===== src/rtl/scfp_pkg.sv =====
`timescale 1ns / 1ps
// Package for the sync/command/length frame parser: phase codes, result kinds and constants.
package scfp_pkg;

    localparam int unsigned BYTE_W = 8;

    localparam logic [BYTE_W-1:0] SYNC_RESET = 8'h88;

    typedef logic [BYTE_W-1:0] byte_t;

    typedef enum logic [2:0] {
        PH_IDLE     = 3'd0,
        PH_CMD      = 3'd1,
        PH_LEN      = 3'd2,
        PH_DATA     = 3'd3,
        PH_CHECKSUM = 3'd4
    } phase_t;

    typedef enum logic {
        KIND_PAYLOAD   = 1'b0,
        KIND_FRAME_END = 1'b1
    } result_kind_t;

endpackage


===== src/rtl/scfp_if.sv =====
`timescale 1ns / 1ps
// Valid/ready channel interfaces for received bytes and parser results.
interface scfp_rx_if;
    logic                 valid;
    logic                 ready;
    scfp_pkg::byte_t      rx_byte;

    modport source (output valid, output rx_byte, input ready);
    modport sink (input valid, input rx_byte, output ready);
endinterface

interface scfp_res_if;
    logic                 valid;
    logic                 ready;
    logic                 result_kind;
    scfp_pkg::byte_t      payload_byte;
    scfp_pkg::byte_t      byte_index;
    scfp_pkg::byte_t      frame_cmd;
    scfp_pkg::byte_t      frame_len;
    logic                 checksum_ok;

    modport source (
        output valid, output result_kind, output payload_byte, output byte_index,
        output frame_cmd, output frame_len, output checksum_ok, input ready
    );
    modport sink (
        input valid, input result_kind, input payload_byte, input byte_index,
        input frame_cmd, input frame_len, input checksum_ok, output ready
    );
endinterface


===== src/rtl/sync_cmd_len_frame_parser.sv =====
`timescale 1ns / 1ps
// Frame parser top level: sync, command, length, payload, checksum.
//
// rx carries one received byte per word. res carries one result per word:
// a payload result (byte, index, command, length) for each payload byte, and
// a frame-end result (command, length, checksum_ok) for the checksum byte.
// Sync, command and length bytes, and bytes dropped while hunting, give no word.
// cfg_wr_en/cfg_wr_data write the sync byte value; write it only while idle.
//
// Throughput: one byte per cycle while rx.ready is high. A result is in the
// output register in the cycle after its byte is accepted. The parser state
// and the output register are the only stages; rx.ready is high whenever the
// output register is empty or is being taken in the same cycle, so a stalled
// receiver holds the result and stalls rx after one word.
//
// Reset: the parser hunts for sync, held command, length, count and sum are
// zero, the sync byte returns to 0x88 and the output register is empty.
module sync_cmd_len_frame_parser (
    input  logic              clk,
    input  logic              rst_n,
    scfp_rx_if.sink           rx,
    scfp_res_if.source        res,
    input  logic              cfg_wr_en,
    input  scfp_pkg::byte_t   cfg_wr_data
);

    scfp_pkg::phase_t phase_reg, phase_next;
    scfp_pkg::byte_t  sync_reg;
    scfp_pkg::byte_t  cmd_reg, cmd_next;
    scfp_pkg::byte_t  len_reg, len_next;
    scfp_pkg::byte_t  count_reg, count_next;
    scfp_pkg::byte_t  sum_reg, sum_next;

    logic             out_valid_reg, out_valid_next;
    logic             kind_reg, kind_next;
    scfp_pkg::byte_t  pbyte_reg, pbyte_next;
    scfp_pkg::byte_t  index_reg, index_next;
    scfp_pkg::byte_t  fcmd_reg, fcmd_next;
    scfp_pkg::byte_t  flen_reg, flen_next;
    logic             ok_reg, ok_next;

    logic             accept;
    logic             produce;
    scfp_pkg::byte_t  count_inc;

    assign rx.ready  = !out_valid_reg || res.ready;
    assign accept    = rx.valid && rx.ready;
    assign count_inc = count_reg + 8'd1;

    always_comb
    begin
        phase_next = phase_reg;
        cmd_next   = cmd_reg;
        len_next   = len_reg;
        count_next = count_reg;
        sum_next   = sum_reg;
        produce    = 1'b0;
        kind_next  = scfp_pkg::KIND_PAYLOAD;
        pbyte_next = '0;
        index_next = '0;
        fcmd_next  = cmd_reg;
        flen_next  = len_reg;
        ok_next    = 1'b0;
        if (accept)
        begin
            unique case (phase_reg)
                scfp_pkg::PH_CMD:
                begin
                    cmd_next   = rx.rx_byte;
                    sum_next   = sum_reg + rx.rx_byte;
                    phase_next = scfp_pkg::PH_LEN;
                end
                scfp_pkg::PH_LEN:
                begin
                    len_next   = rx.rx_byte;
                    sum_next   = sum_reg + rx.rx_byte;
                    count_next = '0;
                    phase_next = (rx.rx_byte == 8'd0) ? scfp_pkg::PH_CHECKSUM
                                                      : scfp_pkg::PH_DATA;
                end
                scfp_pkg::PH_DATA:
                begin
                    produce    = 1'b1;
                    kind_next  = scfp_pkg::KIND_PAYLOAD;
                    pbyte_next = rx.rx_byte;
                    index_next = count_reg;
                    sum_next   = sum_reg + rx.rx_byte;
                    count_next = count_inc;
                    if (count_inc == len_reg)
                    begin
                        phase_next = scfp_pkg::PH_CHECKSUM;
                    end
                end
                scfp_pkg::PH_CHECKSUM:
                begin
                    produce    = 1'b1;
                    kind_next  = scfp_pkg::KIND_FRAME_END;
                    ok_next    = (rx.rx_byte == sum_reg);
                    phase_next = scfp_pkg::PH_IDLE;
                end
                default:
                begin
                    if (rx.rx_byte == sync_reg)
                    begin
                        sum_next   = rx.rx_byte;
                        phase_next = scfp_pkg::PH_CMD;
                    end
                    else
                    begin
                        phase_next = scfp_pkg::PH_IDLE;
                    end
                end
            endcase
        end

        if (accept && produce)
        begin
            out_valid_next = 1'b1;
        end
        else if (res.ready)
        begin
            out_valid_next = 1'b0;
        end
        else
        begin
            out_valid_next = out_valid_reg;
        end
    end

    always_ff @(posedge clk or negedge rst_n)
    begin
        if (!rst_n)
        begin
            phase_reg     <= scfp_pkg::PH_IDLE;
            sync_reg      <= scfp_pkg::SYNC_RESET;
            cmd_reg       <= '0;
            len_reg       <= '0;
            count_reg     <= '0;
            sum_reg       <= '0;
            out_valid_reg <= 1'b0;
        end
        else
        begin
            phase_reg     <= phase_next;
            cmd_reg       <= cmd_next;
            len_reg       <= len_next;
            count_reg     <= count_next;
            sum_reg       <= sum_next;
            out_valid_reg <= out_valid_next;
            if (cfg_wr_en)
            begin
                sync_reg <= cfg_wr_data;
            end
        end
    end

    // Load the result word only when a byte produces one.
    always_ff @(posedge clk)
    begin
        if (accept && produce)
        begin
            kind_reg  <= kind_next;
            pbyte_reg <= pbyte_next;
            index_reg <= index_next;
            fcmd_reg  <= fcmd_next;
            flen_reg  <= flen_next;
            ok_reg    <= ok_next;
        end
    end

    assign res.valid        = out_valid_reg;
    assign res.result_kind  = kind_reg;
    assign res.payload_byte = pbyte_reg;
    assign res.byte_index   = index_reg;
    assign res.frame_cmd    = fcmd_reg;
    assign res.frame_len    = flen_reg;
    assign res.checksum_ok  = ok_reg;

endmodule


===== src/flat_wrapper.sv =====
// flat-port wrapper written by rule: the top's interface ports become plain ports
module sync_cmd_len_frame_parser_flat 
  (clk, rst_n, cfg_wr_en, cfg_wr_data, rx_valid, rx_rx_byte, rx_ready, res_valid, res_result_kind, res_payload_byte, res_byte_index, res_frame_cmd, res_frame_len, res_checksum_ok, res_ready);
  scfp_rx_if rx_i ();
  scfp_res_if res_i ();
  input  logic clk;
  input  logic rst_n;
  input  logic cfg_wr_en;
  input  scfp_pkg::byte_t cfg_wr_data;
  input wire logic [$bits(rx_i.valid)-1:0] rx_valid;
  input wire logic [$bits(rx_i.rx_byte)-1:0] rx_rx_byte;
  output wire logic [$bits(rx_i.ready)-1:0] rx_ready;
  output wire logic [$bits(res_i.valid)-1:0] res_valid;
  output wire logic [$bits(res_i.result_kind)-1:0] res_result_kind;
  output wire logic [$bits(res_i.payload_byte)-1:0] res_payload_byte;
  output wire logic [$bits(res_i.byte_index)-1:0] res_byte_index;
  output wire logic [$bits(res_i.frame_cmd)-1:0] res_frame_cmd;
  output wire logic [$bits(res_i.frame_len)-1:0] res_frame_len;
  output wire logic [$bits(res_i.checksum_ok)-1:0] res_checksum_ok;
  input wire logic [$bits(res_i.ready)-1:0] res_ready;
  assign rx_i.valid = rx_valid;
  assign rx_i.rx_byte = rx_rx_byte;
  assign rx_ready = rx_i.ready;
  assign res_valid = res_i.valid;
  assign res_result_kind = res_i.result_kind;
  assign res_payload_byte = res_i.payload_byte;
  assign res_byte_index = res_i.byte_index;
  assign res_frame_cmd = res_i.frame_cmd;
  assign res_frame_len = res_i.frame_len;
  assign res_checksum_ok = res_i.checksum_ok;
  assign res_i.ready = res_ready;
  sync_cmd_len_frame_parser u_core (.clk(clk), .rst_n(rst_n), .rx(rx_i), .res(res_i), .cfg_wr_en(cfg_wr_en), .cfg_wr_data(cfg_wr_data));
endmodule

===== config.mk =====
export PLATFORM = sky130hd
export DESIGN_NAME = sync_cmd_len_frame_parser_flat
export DESIGN_NICKNAME = d
export VERILOG_FILES = /design/src/rtl/scfp_pkg.sv /design/src/rtl/scfp_if.sv /design/src/rtl/sync_cmd_len_frame_parser.sv /design/src/flat_wrapper.sv
export SDC_FILE = /design/constraint.sdc
export NUM_CORES = 1
export LEC_CHECK = 0
export BUFFER_PORTS_ARGS = -buffer_cell sky130_fd_sc_hd__buf_2
export CAP_MARGIN = 0
export CORE_MARGIN = 5
export CORE_UTILIZATION = 51
export CTS_CLUSTER_DIAMETER = 200
export DETAILED_ROUTE_END_ITERATION = 6
export PLACE_DENSITY = 0.75
export SETUP_SLACK_MARGIN = 0.1
export SYNTH_ARGS = -nofsm -noshare
export SYNTH_HDL_FRONTEND = slang
export SYNTH_SLANG_ARGS = --single-unit

===== constraint.sdc =====
create_clock -name clk -period 2.4 [get_ports clk]
set_clock_uncertainty 0.05 [all_clocks]
set_input_delay 0.12 -clock clk [delete_from_list [all_inputs] [get_ports clk]]
set_output_delay 0.12 -clock clk [all_outputs]
set_load 0.02 [all_outputs]

# == Yosys cells after proc, flatten, opt, wreduce, memory -nomap -nowiden ==
# Index checks and enable logic that the tools add are counted.
# classes
reduce_logical,17
n_eq_ne,8
addsub,2
bitwise_logic,1
mux,12
# op_table
op,count
8-bit one-hot mux with 2 select lines,2
8-bit equality test,3
3-bit one-hot mux with 4 select lines,1
2-bit AND reduction,6
8-bit by 1-bit adder with 8-bit output (second input constant),1
8-bit adder,1
8-bit logical NOT,1
8-bit 2-to-1 mux,1
3-bit by 2-bit equality test with 1-bit output (second input constant),2
1-bit 2-to-1 mux,6
3-bit 2-to-1 mux,2
2-bit nonzero test,3
3-bit by 1-bit equality test with 1-bit output (second input constant),1
3-bit equality test (second input constant),1
3-bit AND reduction,1
3-bit OR reduction,1
1-bit logical AND,2
2-bit by 1-bit inequality test with 1-bit output (second input constant),1
2-bit OR reduction,1
1-bit logical NOT,1
1-bit logical OR,1
1-bit inverter,1
# totals
wordCells,53
register_bits,78

# == Logic depth before layout (Yosys ltp) ==
# logic_depth
ltp_word,6
ltp_mapped,8
ltp_nobuf,8

# == Worst setup path after synthesis ==
# OpenSTA, ideal clock, no wires.
# synth_timing
path_type,register to register
from,"register u_core.out_valid_reg, in the netlist u_core.res.valid"
to,"register u_core.index_reg[0], in the netlist u_core.res.byte_index[0] (enable)"
arrival_ns,2.086
setup_ns,0.392
path_slack_ns,-0.128
period_less_slack_ns,2.528
path_buffers,1
stages_incl_launch_ff,7
cell_sequence,dfrtp_1 > nor2b_4 > inv_2 > and4_1 > clkbuf_1 > nand2_1 > nand2_1
# synth_between
elab_chain_cells,5
# synth_rtl
item,line_no,text
start: declaration,sync_cmd_len_frame_parser.sv:34,"logic out_valid_reg, out_valid_next;"
start signal: assignment,sync_cmd_len_frame_parser.sv:149,out_valid_reg <= out_valid_next;
1-bit logical NOT *,sync_cmd_len_frame_parser.sv:46,assign rx.ready = !out_valid_reg || res.ready;
1-bit logical OR *,sync_cmd_len_frame_parser.sv:46,
named net rx_ready,flat_wrapper.sv:12,output wire logic [$bits(rx_i.ready)-1:0] rx_ready;
1-bit logical AND *,sync_cmd_len_frame_parser.sv:47,assign accept = rx.valid && rx.ready;
1-bit 2-to-1 mux,sync_cmd_len_frame_parser.sv:64,if (accept)
1-bit logical AND *,sync_cmd_len_frame_parser.sv:160,if (accept && produce)
end signal: assignment,sync_cmd_len_frame_parser.sv:164,index_reg <= index_next;
end: declaration,sync_cmd_len_frame_parser.sv:37,"scfp_pkg::byte_t index_reg, index_next;"
# The timed path passes the listed nets; every way through them passes the cells marked *.
# A chain may end at the register's enable or synchronous reset.

# == Final worst setup path ==
# layout_timing
from,register u_core.sync_reg[3]
to,register u_core.sum_reg[5]
# layout_between
elab_chain_cells,3
# layout_rtl
item,line_no,text
start: declaration,sync_cmd_len_frame_parser.sv:28,scfp_pkg::byte_t sync_reg;
start signal: assignment,sync_cmd_len_frame_parser.sv:135,sync_reg <= scfp_pkg::SYNC_RESET;
start signal: assignment,sync_cmd_len_frame_parser.sv:152,sync_reg <= cfg_wr_data;
8-bit equality test,sync_cmd_len_frame_parser.sv:103,if (rx.rx_byte == sync_reg)
2-bit nonzero test (no source line),-,
3-bit AND reduction (no source line),-,
end signal: assignment,sync_cmd_len_frame_parser.sv:148,sum_reg <= sum_next;
end: declaration,sync_cmd_len_frame_parser.sv:32,"scfp_pkg::byte_t sum_reg, sum_next;"
# No other way between the ends.

==> out/qor.yml <==
status:
  status: "complete, no violations"
global_route:
  grt_max_degree: 45
  grt_pass1_vias: 2675
  grt.total_usage: 0.185
  overflow: 0
  antenna_found_initial: 0
  grt_first_pass_wirelength_mm: 12.8
clock_tree:
  clkLatencyLatePin_ns: 0.35
  post_cts_buffers: 0
  clk_path_buf_depth: 2
  cts_root_buf: "clkbuf_8"
  clkTransAtPathRegs_ns: 0.08
  clock-sinks: 78
  ctsHtreeMaxLevel: 3
  cts_buffers: 9
  cts_tree: "built"
die:
  ios: 57
  die_area_um2: 9250
  dieWidth_um: 96.2
  core-area_um2: 7250
  die_h_um: 96.2
  start_util: 0.522
  core.rowCount: 31
timing:
  slew_viol_final: 0
  period_share: 0.879
  fmax_mhz: 474
  worst_pin_slew_ns: 0.706
  setup_violations: 0
  rsz0062_at_grt: "false"
  final.min_clock_period_ns: 2.11
  slew_headroom: 0.529
  tns_ns: 0
  hold_violations: 0
drt:
  drt_first_pass_iters: 5
  top_layer_used: "met4"
  vias: 2673
  wl_met2_mm: 3.80
  drtIter0Drc: 129
  drt.antenna.violating_nets: 0
  wl_met3_um: 435
  viasPerCell: 5.48
  drt-met1-wl_mm: 3.29
  routed_wl_mm: 7.70
  wl_per_cell_um: 15.8
  drc: 0
synthesis:
  synth_cells: 318
  synthTopCellsByCount: "dfrtp_1 (42), edfxtp_1 (34), mux2_2 (28)"
  netlist_area_um2: 3790
  synth_cell_types: 51
  seq_area_frac_synth: 0.561
  synth.avg_cell_area_um2: 11.9
  synth.area.top_cells: "dfrtp_1 (28%), edfxtp_1 (27%), mux2_2 (8.3%)"
  synthArstFlopShare: 0.564
  synth_area_leader_cell: "dfrtp_1"
  synth_ff_type: "dfrtp_1"
  synth_top_area_frac: 0.278
  ys_ff_latch: 78
  yosysMostFrequentCell: "dfrtp_1"
  synth_edf_count: 34
  yosys_warnings: 0
  synthesis.nets: 348
worst_setup_path:
  end_kind: "register"
  critPathMaxFanout: 7
  r2r_start: "u_core.sync_reg[3]"
  ff2ff_setup_slack_ns: 0.29
  worstPathRequired_ns: 2.59
  startpoint_type: "register"
  critPathKind: "reg -> reg"
  timing.rr.end: "u_core.sum_reg[5]"
  critPathArrivalTime_ns: 2.30
  reg2reg_depth: 5
power:
  power_frac_seq: 0.413
  swShare: 0.376
  vdd_drop_max_v: 0.000553
  leakagePower_uw: 0.00190
  p_per_area_nw_per_um2: 1240
  internal_power_uw: 3460
  p_comb_frac: 0.411
  p_clk_frac: 0.176
  p_sw_uw: 2080
worst_hold_path:
  hold_depth: 2
  hold_start: "rx_rx_byte[1]"
  hold_path.class: "in -> reg"
  min_delay_worst_endpoint: "u_core.flen_next[1]"
placement:
  place_inst: 463
  finalWeightedCongestion: 0.871
  portBuffers: 56
  dp_hpwl_mm: 5.43
cells_and_area:
  fin_nets: 414
  fin_cells: 488
  syn_to_final_growth_pct: 18.1
  drive_gt1_frac: 0.293
  diodes: 0
run:
  max_cap_violations: 0
## cells by family after synthesis
family                     synth area share
xor gates and xnor gates             0.0548
and+or+nand+nor                       0.141
AOI/OAI and AO/OA                    0.0918
muxes                                0.0885
adders and majority gates            0.0317
buffers and inverters                0.0311
DFF                                   0.561
## repair_timing
item | in CTS | in global routing
endpoints found under the setup margin | 0 | 2
hold endpoints to repair | 50 | 0
resized for setup | 0 | 1
hold buffers | 9 | 0
## cell usage in the layout, fill, tap and decap left out, types with 8 or more instances in the layout
| master | count |
|---|---|
| edfxtp_1 | 34 |
| dlygate4sd3_1 | 9 |
| dfrtp_1 | 42 |
| nand2_1 | 22 |
| nor3_1 | 10 |
| inv_1 | 11 |
| mux2_2 | 28 |
| nor2_1 | 11 |
| buf_2 | 56 |
| ha_1 | 8 |
| clkbuf_8 | 9 |
| and3_1 | 16 |
| nand3_1 | 9 |
| xnor2_1 | 16 |
| o21ai_0 | 23 |
## worst max-delay path by stage
stage	from	end	slack (ns)	cells past startpoint
after floorplan	u_core.res.valid	u_core.res.byte_index[0]	0.18	6
after global placement	u_core.count_reg[0]	u_core.phase_reg[0]	0.37	6
final	u_core.sync_reg[3]	u_core.sum_reg[5]	0.29	5
after detailed placement	u_core.count_reg[0]	u_core.phase_reg[0]	0.24	6
after global routing	u_core.sync_reg[2]	u_core.sum_reg[0]	0.14	5
after CTS	u_core.count_reg[0]	u_core.phase_reg[0]	0.23	6
## through the flow
step / worst slack, ns / power (uW) / hold slack [ns] / cell area, um2 / util
detailed placement: 0.236 / 4570 / 0.191 / 4180 / 0.576
finish: 0.290 / 5530 / 0.0692 / 4470 / 0.617
CTS: 0.227 / 5550 / 0.0594 / 4470 / 0.616
global route: 0.139 / 5920 / 0.0717 / 4470 / 0.617
global placement: 0.374 / 4490 / 0.191 / 4180 / 0.576
floorplan: 0.178 / 3960 / -0.226 / 3790 / -
## critical path, stage by stage (launching register included)
cell and delay (ns):
dfstp_2 0.54, xnor2_1 0.11, nand4_1 0.20, nor4_1 0.41
a21o_1 0.32, mux2_2 0.38
## power by group through the flow
stage / Combinational [uW] / Sequential, uW / Clock (uW)
after floorplan: 1470 / 2490 / 0
after global placement: 2200 / 2290 / 0
after detailed placement: 2250 / 2310 / 0
after CTS: 2270 / 2290 / 989
after global routing: 2520 / 2340 / 1060
final: 2280 / 2290 / 972
## cell type report
class	count	area, um2
Clock buffer	10	128
Multi-Input combinational cell	212	1560
Timing Repair Buffer	71	428
Fill cell	593	2780
Tap cell	99	124
Sequential cell	78	2120
Inverter	12	45.0
Clock inverter	6	68.8
## metal layers
metal,track usage,vias up
met5,0,-
met4,0.0758,0
met3,0.0461,18
met2,0.311,86
met1,0.228,1266
li1,-,1303
Note: power is estimated with default switching activity, not from simulation.
